## src/rtl/pali_pkg.sv

```systemverilog
// ----------------------------------------------------------------------------
// pali_pkg: shared types and constants of the path arc length interpolator
// Request payloads, datapath commands and status, and the CORDIC angle table.
// ----------------------------------------------------------------------------
package pali_pkg;

	localparam int MAX_POINTS = 1024;
	localparam int IDX_W      = $clog2(MAX_POINTS);
	localparam int CNT_W      = $clog2(MAX_POINTS + 1);

	localparam logic [CNT_W-1:0] FULL_COUNT = CNT_W'(MAX_POINTS);

	// request function codes
	localparam logic [1:0] FUNC_CLEAR  = 2'd0;
	localparam logic [1:0] FUNC_APPEND = 2'd1;
	localparam logic [1:0] FUNC_QUERY  = 2'd2;

	// result status codes
	localparam logic [1:0] ST_OK    = 2'd0;
	localparam logic [1:0] ST_EMPTY = 2'd1;
	localparam logic [1:0] ST_FULL  = 2'd2;

	// angles: Q2.13 radians, CORDIC angle in 2^-20 rad
	localparam logic signed [15:0] PI_Q13      = 16'sd25736;
	localparam logic signed [33:0] PI_W        = 34'sd25736;
	localparam logic signed [33:0] TWO_PI_W    = 34'sd51472;
	localparam logic [14:0]        HALF_PI_Q13 = 15'd12868;
	localparam logic [20:0]        HALF_PI_Z   = 21'd1647099;
	localparam int                 CORDIC_STEPS = 20;

	typedef struct packed {
		logic [1:0]         func;
		logic signed [31:0] point_x;
		logic signed [31:0] point_y;
		logic [31:0]        query_distance;
	} in_item_t;

	typedef struct packed {
		logic [1:0]         status;
		logic signed [31:0] out_x;
		logic signed [31:0] out_y;
		logic [31:0]        out_distance;
		logic signed [15:0] out_heading;
		logic [CNT_W-1:0]   point_count;
	} out_item_t;

	typedef enum logic [4:0] {
		DP_NOP,
		DP_LOAD,
		DP_CLEAR,
		DP_FULL,
		DP_EMPTY,
		DP_DIFF,
		DP_SQX,
		DP_SQY,
		DP_SQRT,
		DP_NINIT,
		DP_NSTEP,
		DP_CORDIC,
		DP_HFIN,
		DP_WRPREV,
		DP_WRNEW,
		DP_EMIT_RD,
		DP_EMIT_P1,
		DP_EMIT_P2,
		DP_BSINIT,
		DP_BSUPD,
		DP_CAP1,
		DP_CAP2,
		DP_LDIFF,
		DP_LMUL,
		DP_DIV,
		DP_LFIN
	} dp_op_t;

	typedef enum logic [2:0] {
		RS_ZERO,
		RS_LAST,
		RS_MID,
		RS_LO,
		RS_HI
	} rsel_t;

	typedef enum logic [1:0] {
		LF_X,
		LF_Y,
		LF_H
	} lfield_t;

	typedef struct packed {
		dp_op_t     op;
		rsel_t      rsel;
		logic [4:0] idx;
		lfield_t    field;
	} dp_cmd_t;

	typedef struct packed {
		logic [1:0] func;
		logic       count_zero;
		logic       count_one;
		logic       full;
		logic       q_le_rd;
		logic       q_ge_rd;
		logic       bs_more;
		logic       hspec;
		logic       norm_done;
		logic       tol_lo;
		logic       tol_hi;
	} dp_status_t;

	// arctan(2^-i) in 2^-20 rad
	function automatic logic [19:0] atan_step(input logic [4:0] i);
		logic [19:0] v;
		unique case (i)
			5'd0:    v = 20'd823550;
			5'd1:    v = 20'd486170;
			5'd2:    v = 20'd256879;
			5'd3:    v = 20'd130396;
			5'd4:    v = 20'd65451;
			5'd5:    v = 20'd32757;
			5'd6:    v = 20'd16383;
			5'd7:    v = 20'd8192;
			5'd8:    v = 20'd4096;
			5'd9:    v = 20'd2048;
			5'd10:   v = 20'd1024;
			5'd11:   v = 20'd512;
			5'd12:   v = 20'd256;
			5'd13:   v = 20'd128;
			5'd14:   v = 20'd64;
			5'd15:   v = 20'd32;
			5'd16:   v = 20'd16;
			5'd17:   v = 20'd8;
			5'd18:   v = 20'd4;
			5'd19:   v = 20'd2;
			default: v = 20'd0;
		endcase
		return v;
	endfunction

endpackage

```

## src/rtl/pali_ctrl.sv

```systemverilog
// ----------------------------------------------------------------------------
// pali_ctrl: sequencer of the path arc length interpolator
// Steps the datapath through clear, append and query, one request at a time.
// ----------------------------------------------------------------------------
module pali_ctrl (
	input  logic                 clk,
	input  logic                 arst_n,
	input  logic                 in_valid,
	output logic                 in_ready,
	input  logic                 out_free,
	output logic                 push,
	input  pali_pkg::dp_status_t stat,
	output pali_pkg::dp_cmd_t    cmd
);

	typedef enum logic [4:0] {
		S_IDLE,
		S_DECODE,
		S_ADIFF,
		S_SQX,
		S_SQY,
		S_SQRT,
		S_HSEL,
		S_NORM,
		S_CORD,
		S_HFIN,
		S_WRPREV,
		S_WRNEW,
		S_QCHK0,
		S_QCHKL,
		S_BS,
		S_BSCMP,
		S_RLO,
		S_RHI,
		S_TOL,
		S_LDIFF,
		S_LMUL,
		S_DIV,
		S_LFIN,
		S_FIN
	} state_t;

	state_t                state_q, state_d;
	logic [4:0]            cnt_q, cnt_d;
	pali_pkg::lfield_t     field_q, field_d;

	assign in_ready = (state_q == S_IDLE);
	assign push     = (state_q == S_FIN) && out_free;

	// next state and datapath command
	always_comb begin
		state_d   = state_q;
		cnt_d     = cnt_q;
		field_d   = field_q;
		cmd.op    = pali_pkg::DP_NOP;
		cmd.rsel  = pali_pkg::RS_ZERO;
		cmd.idx   = cnt_q;
		cmd.field = field_q;
		unique case (state_q)
			S_IDLE: begin
				if (in_valid) begin
					cmd.op  = pali_pkg::DP_LOAD;
					state_d = S_DECODE;
				end
			end
			S_DECODE: begin
				priority if (stat.func == pali_pkg::FUNC_CLEAR) begin
					cmd.op  = pali_pkg::DP_CLEAR;
					state_d = S_FIN;
				end else if (stat.func == pali_pkg::FUNC_APPEND) begin
					if (stat.full) begin
						cmd.op  = pali_pkg::DP_FULL;
						state_d = S_FIN;
					end else if (stat.count_zero) begin
						state_d = S_WRNEW;
					end else begin
						cmd.rsel = pali_pkg::RS_LAST;
						state_d  = S_ADIFF;
					end
				end else if (stat.func == pali_pkg::FUNC_QUERY) begin
					if (stat.count_zero) begin
						cmd.op  = pali_pkg::DP_EMPTY;
						state_d = S_FIN;
					end else begin
						cmd.rsel = pali_pkg::RS_ZERO;
						state_d  = S_QCHK0;
					end
				end else begin
					state_d = S_FIN;
				end
			end
			// append: step length
			S_ADIFF: begin
				cmd.op  = pali_pkg::DP_DIFF;
				state_d = S_SQX;
			end
			S_SQX: begin
				cmd.op  = pali_pkg::DP_SQX;
				state_d = S_SQY;
			end
			S_SQY: begin
				cmd.op  = pali_pkg::DP_SQY;
				cnt_d   = '0;
				state_d = S_SQRT;
			end
			S_SQRT: begin
				cmd.op = pali_pkg::DP_SQRT;
				cnt_d  = cnt_q + 5'd1;
				if (cnt_q == 5'd31)
					state_d = S_HSEL;
			end
			// append: heading
			S_HSEL: begin
				if (stat.hspec) begin
					state_d = S_HFIN;
				end else begin
					cmd.op  = pali_pkg::DP_NINIT;
					state_d = S_NORM;
				end
			end
			S_NORM: begin
				if (stat.norm_done) begin
					cnt_d   = '0;
					state_d = S_CORD;
				end else begin
					cmd.op = pali_pkg::DP_NSTEP;
				end
			end
			S_CORD: begin
				cmd.op = pali_pkg::DP_CORDIC;
				cnt_d  = cnt_q + 5'd1;
				if (cnt_q == 5'(pali_pkg::CORDIC_STEPS - 1))
					state_d = S_HFIN;
			end
			S_HFIN: begin
				cmd.op  = pali_pkg::DP_HFIN;
				state_d = S_WRPREV;
			end
			S_WRPREV: begin
				cmd.op  = pali_pkg::DP_WRPREV;
				state_d = S_WRNEW;
			end
			S_WRNEW: begin
				cmd.op  = pali_pkg::DP_WRNEW;
				state_d = S_FIN;
			end
			// query: clamp to the ends
			S_QCHK0: begin
				if (stat.count_one || stat.q_le_rd) begin
					cmd.op  = pali_pkg::DP_EMIT_RD;
					state_d = S_FIN;
				end else begin
					cmd.rsel = pali_pkg::RS_LAST;
					state_d  = S_QCHKL;
				end
			end
			S_QCHKL: begin
				if (stat.q_ge_rd) begin
					cmd.op  = pali_pkg::DP_EMIT_RD;
					state_d = S_FIN;
				end else begin
					cmd.op  = pali_pkg::DP_BSINIT;
					state_d = S_BS;
				end
			end
			// query: binary search, each probe a read in S_BS and a compare in S_BSCMP
			S_BS: begin
				if (stat.bs_more) begin
					cmd.rsel = pali_pkg::RS_MID;
					state_d  = S_BSCMP;
				end else begin
					cmd.rsel = pali_pkg::RS_LO;
					state_d  = S_RLO;
				end
			end
			S_BSCMP: begin
				cmd.rsel = pali_pkg::RS_MID;
				cmd.op   = pali_pkg::DP_BSUPD;
				state_d  = S_BS;
			end
			S_RLO: begin
				cmd.op   = pali_pkg::DP_CAP1;
				cmd.rsel = pali_pkg::RS_HI;
				state_d  = S_RHI;
			end
			S_RHI: begin
				cmd.op  = pali_pkg::DP_CAP2;
				state_d = S_TOL;
			end
			S_TOL: begin
				priority if (stat.tol_lo) begin
					cmd.op  = pali_pkg::DP_EMIT_P1;
					state_d = S_FIN;
				end else if (stat.tol_hi) begin
					cmd.op  = pali_pkg::DP_EMIT_P2;
					state_d = S_FIN;
				end else begin
					field_d = pali_pkg::LF_X;
					state_d = S_LDIFF;
				end
			end
			// query: interpolate x, y, heading in turn
			S_LDIFF: begin
				cmd.op  = pali_pkg::DP_LDIFF;
				state_d = S_LMUL;
			end
			S_LMUL: begin
				cmd.op  = pali_pkg::DP_LMUL;
				cnt_d   = '0;
				state_d = S_DIV;
			end
			S_DIV: begin
				cmd.op = pali_pkg::DP_DIV;
				cnt_d  = cnt_q + 5'd1;
				if (cnt_q == 5'd31)
					state_d = S_LFIN;
			end
			S_LFIN: begin
				cmd.op = pali_pkg::DP_LFIN;
				unique case (field_q)
					pali_pkg::LF_X: begin
						field_d = pali_pkg::LF_Y;
						state_d = S_LDIFF;
					end
					pali_pkg::LF_Y: begin
						field_d = pali_pkg::LF_H;
						state_d = S_LDIFF;
					end
					default: state_d = S_FIN;
				endcase
			end
			S_FIN: begin
				if (out_free)
					state_d = S_IDLE;
			end
			default: state_d = S_IDLE;
		endcase
	end

	always_ff @(posedge clk or negedge arst_n) begin
		if (!arst_n) begin
			state_q <= S_IDLE;
			cnt_q   <= '0;
			field_q <= pali_pkg::LF_X;
		end else begin
			state_q <= state_d;
			cnt_q   <= cnt_d;
			field_q <= field_d;
		end
	end

endmodule

```

## config.mk

```make
export PLATFORM = sky130hd
export DESIGN_NAME = pali_ctrl
export DESIGN_NICKNAME = d
export VERILOG_FILES = /design/src/rtl/pali_pkg.sv /design/src/rtl/pali_ctrl.sv
export SDC_FILE = /design/constraint.sdc
export NUM_CORES = 1
export LEC_CHECK = 0
export BUFFER_PORTS_ARGS = -buffer_cell sky130_fd_sc_hd__buf_4
export CORE_UTILIZATION = 40
export DETAILED_ROUTE_END_ITERATION = 10
export SLEW_MARGIN = 20
export SYNTH_ARGS = -nofsm -noshare
export SYNTH_HDL_FRONTEND = slang
export SYNTH_SLANG_ARGS = --single-unit
```

## constraint.sdc

```tcl
create_clock -name clk -period 4.6 [get_ports clk]
set_input_delay 0.46 -clock clk [delete_from_list [all_inputs] [get_ports clk]]
set_output_delay 0.46 -clock clk [all_outputs]
set_load 0.1 [all_outputs]
```

==> key figures <==
Synthesis
  • Mapped Area: 1490 sq um
  • Ys async rst share: 100%
  • Post-Syn Nets: 226
  • Synth Instances: 208
  • Register area share after synthesis: 20.2%
  • Synth warnings: 0
  • Netlist cell types: 54
  • Syn_area_per_cell: 7.14 sq um
  • Ys flop type: dfrtp_1
  • Post-synth EDFFs: 0
  • Synth Register Bits: 12

Floorplanning
  • Core Region: 3440 sq um
  • Area of the die: 3960 sq um
  • # IOs: 33
  • Die Wd: 62.9 um
  • Starting Density: 43.1%
  • Std cell rows: 21
  • Die Y: 62.9 um

Clocking
  • Count of cells resized by post-cts repair: 0
  • CTS Sinks: 12
  • Number of hold buffers added after CTS: 0
  • CTS Buf Count: 3
  • Number of setup buffers added after CTS: 0
  • Root buffer cell: clkbuf_8
  • CTS tree: done
  • Clock slew at reported path FFs: 0.05 ns
  • H-tree depth: 1
  • Clock latency on the worst-skew pair: 0.24 ns
  • Longest Clk Path Bufs: 2

Critical path
  • Worst path max stage delay: 0.97 ns
  • Crit path max-delay family: flip-flops
  • Crit start category: flop
  • CP Max Fanout: 32
  • Data arrival, critical path: 2.61 ns
  • Slowest CP cell: dfrtp_1
  • Bufs and invs on worst path: 2
  • Cell depth of the worst setup path: 6
  • CP required: 4.14 ns
  • Setup CP Type: reg2out
  • Crit-path cells: inv_1, nor2_1, a21oi_1, o32a_1, o2111ai_1, buf_4
  • Flop-to-flop setup slack: 2.25 ns
  • Cells on worst reg2reg path: 5
  • Crit end category: output port

Cells and area
  • # nets final: 249
  • Most common cell after layout, fill and taps aside: buf_4
  • Syn-to-layout area delta: 19.1%
  • Commonest cells after routing, fill and taps aside: buf_4 (34), nor2_1 (20), nand2_1 (18), a21oi_1 (18), o21ai_0 (14)
  • Layout cells sized above 1: 21.7%
  • Ant. Diodes: 0

Routing
  • Drt wl/cell: 15.8 um
  • Detailed-route via count: 1,689
  • Initial DRC Count: 183
  • Final wirelength: 4.37 mm
  • Number of routed nets with antenna violations: 0
  • Pre-antenna DRT Iters: 4
  • DR vias/cell: 6.12
  • DRC: 0

Placed design
  • I/O Buffers: 32
  • DPL Wire Length: 3.23 mm
  • Final Wtd Congestion: 0.916

Timing
  • Setup TNS: 0 ns
  • Final Max Tran Viols: 0
  • Max Freq: 326 MHz
  • Hold Fails Final Rpt: 0
  • Worst Skew: 0.00364 ns
  • Final setup viols: 0
  • Worst-Margin Slew: 0.966 ns
  • RSZ-0062 raised after global routing: no
  • Final Critical Period: 3.07 ns
  • Final worst-path cycle share: 66.8%
  • Rel. slew slack: 35.6%

Global routing
  • Largest net degree at the start of global routing: 44
  • Initial antenna violation count: 0
  • Overflow after GRT: 0
  • Number of global-route vias before repair: 1,490
  • Global-route wire length before repair: 7.18 mm
  • All-layer global routing usage: 22.2%

Flow run
  • Max-cap violations: 0

Outcome
  • Status: finished, final reports clean

Worst hold path
  • HP Class: in2async
==> registers in the layout, summed over array words and instances, names as in the netlist <==
| name | flops |
|---|---|
| state_q | 5 |
| field_q | 2 |
| cnt_q | 5 |
==> cell type report <==
cell class | instances | area, sq um
inverters | 6 | 22.5
repair buffers | 34 | 255
flip-flops and latches | 12 | 300
well taps | 46 | 57.6
fillers | 333 | 1670
clock buffers | 4 | 55.1
multi-input cells | 174 | 1080
==> metal layers <==
| metal | part of all wire, % | global-route usage (%) | up-vias |
|---|---|---|---|
| met5 | 0 | 0 | - |
| met4 | 1.3 | 7.85 | 0 |
| met3 | 4.1 | 2.19 | 6 |
| met2 | 46 | 32.9 | 54 |
| met1 | 49 | 32.9 | 803 |
| li1 | - | - | 826 |
==> synth_stat cells (3+ instances only) <==
cell	number	area (sq um)
nor4_1	5	31.3
nor2_1	20	75.1
o31ai_1	4	30.0
nor3_1	7	35.0
a21oi_1	18	90.1
o22ai_1	3	18.8
buf_2	10	50.1
nor2b_1	8	50.1
nand3b_1	3	22.5
clkbuf_1	3	11.3
dfrtp_1	12	300
inv_1	5	18.8
nand2b_1	10	62.6
a22o_1	5	43.8
nand3_1	8	40.0
a31oi_1	8	50.1
o21ai_0	14	70.1
and3_1	3	18.8
nand2_1	18	67.6
==> worst reg2reg max path, cell delays in order, from the launching register on <==
cell and delay [ns]:
dfrtp_1 0.97, and2b_1 0.36, nand2_1 0.22, a211oi_2 0.37
inv_1 0.11, o211ai_1 0.22
==> through the flow <==
| step | instances | utilization (%) | instance area [sq um] | hold slack (ns) | setup slack [ns] |
|---|---|---|---|---|---|
| floorplan | 208 | - | 1490 | 0.164 | 0.129 |
| CTS | 276 | 51.4 | 1770 | 0.0474 | 1.58 |
| detailed placement | 272 | 49.8 | 1710 | 0.306 | 1.85 |
| finish | 276 | 51.4 | 1770 | 0.0449 | 1.53 |
| global route | 276 | 51.4 | 1770 | 0.0630 | 1.33 |
| global placement | 272 | 49.8 | 1710 | 0.307 | 1.92 |
==> kinds of logic after synthesis <==
kind of cell,count (synthesis),share of synthesized area [%]
AND/OR/NAND/NOR,94,34.2
AO/OA/AOI/OAI,75,34.5
buffers and inverters,22,7.16
adder cells (fa/ha/maj),2,1.68
flip-flops,12,20.2
multiplexers,3,2.19
==> worst paths after layout <==
kind                                         from                     end
max                        state_q[2]$_DFFE_PN0P_                 cmd[10]
min                                        arst_n    cnt_q[0]$_DFFE_PN0P_
max reg2reg                state_q[2]$_DFFE_PN0P_  state_q[4]$_DFFE_PN0P_
min reg2reg                  cnt_q[1]$_DFFE_PN0P_    cnt_q[1]$_DFFE_PN0P_
max in group asynchronous                  arst_n  field_q[0]$_DFFE_PN0P_
min in group clk             cnt_q[1]$_DFFE_PN0P_    cnt_q[1]$_DFFE_PN0P_
Power is not shown: default switching activity piles up to over one toggle a cycle in this logic, so the estimate is an artifact.
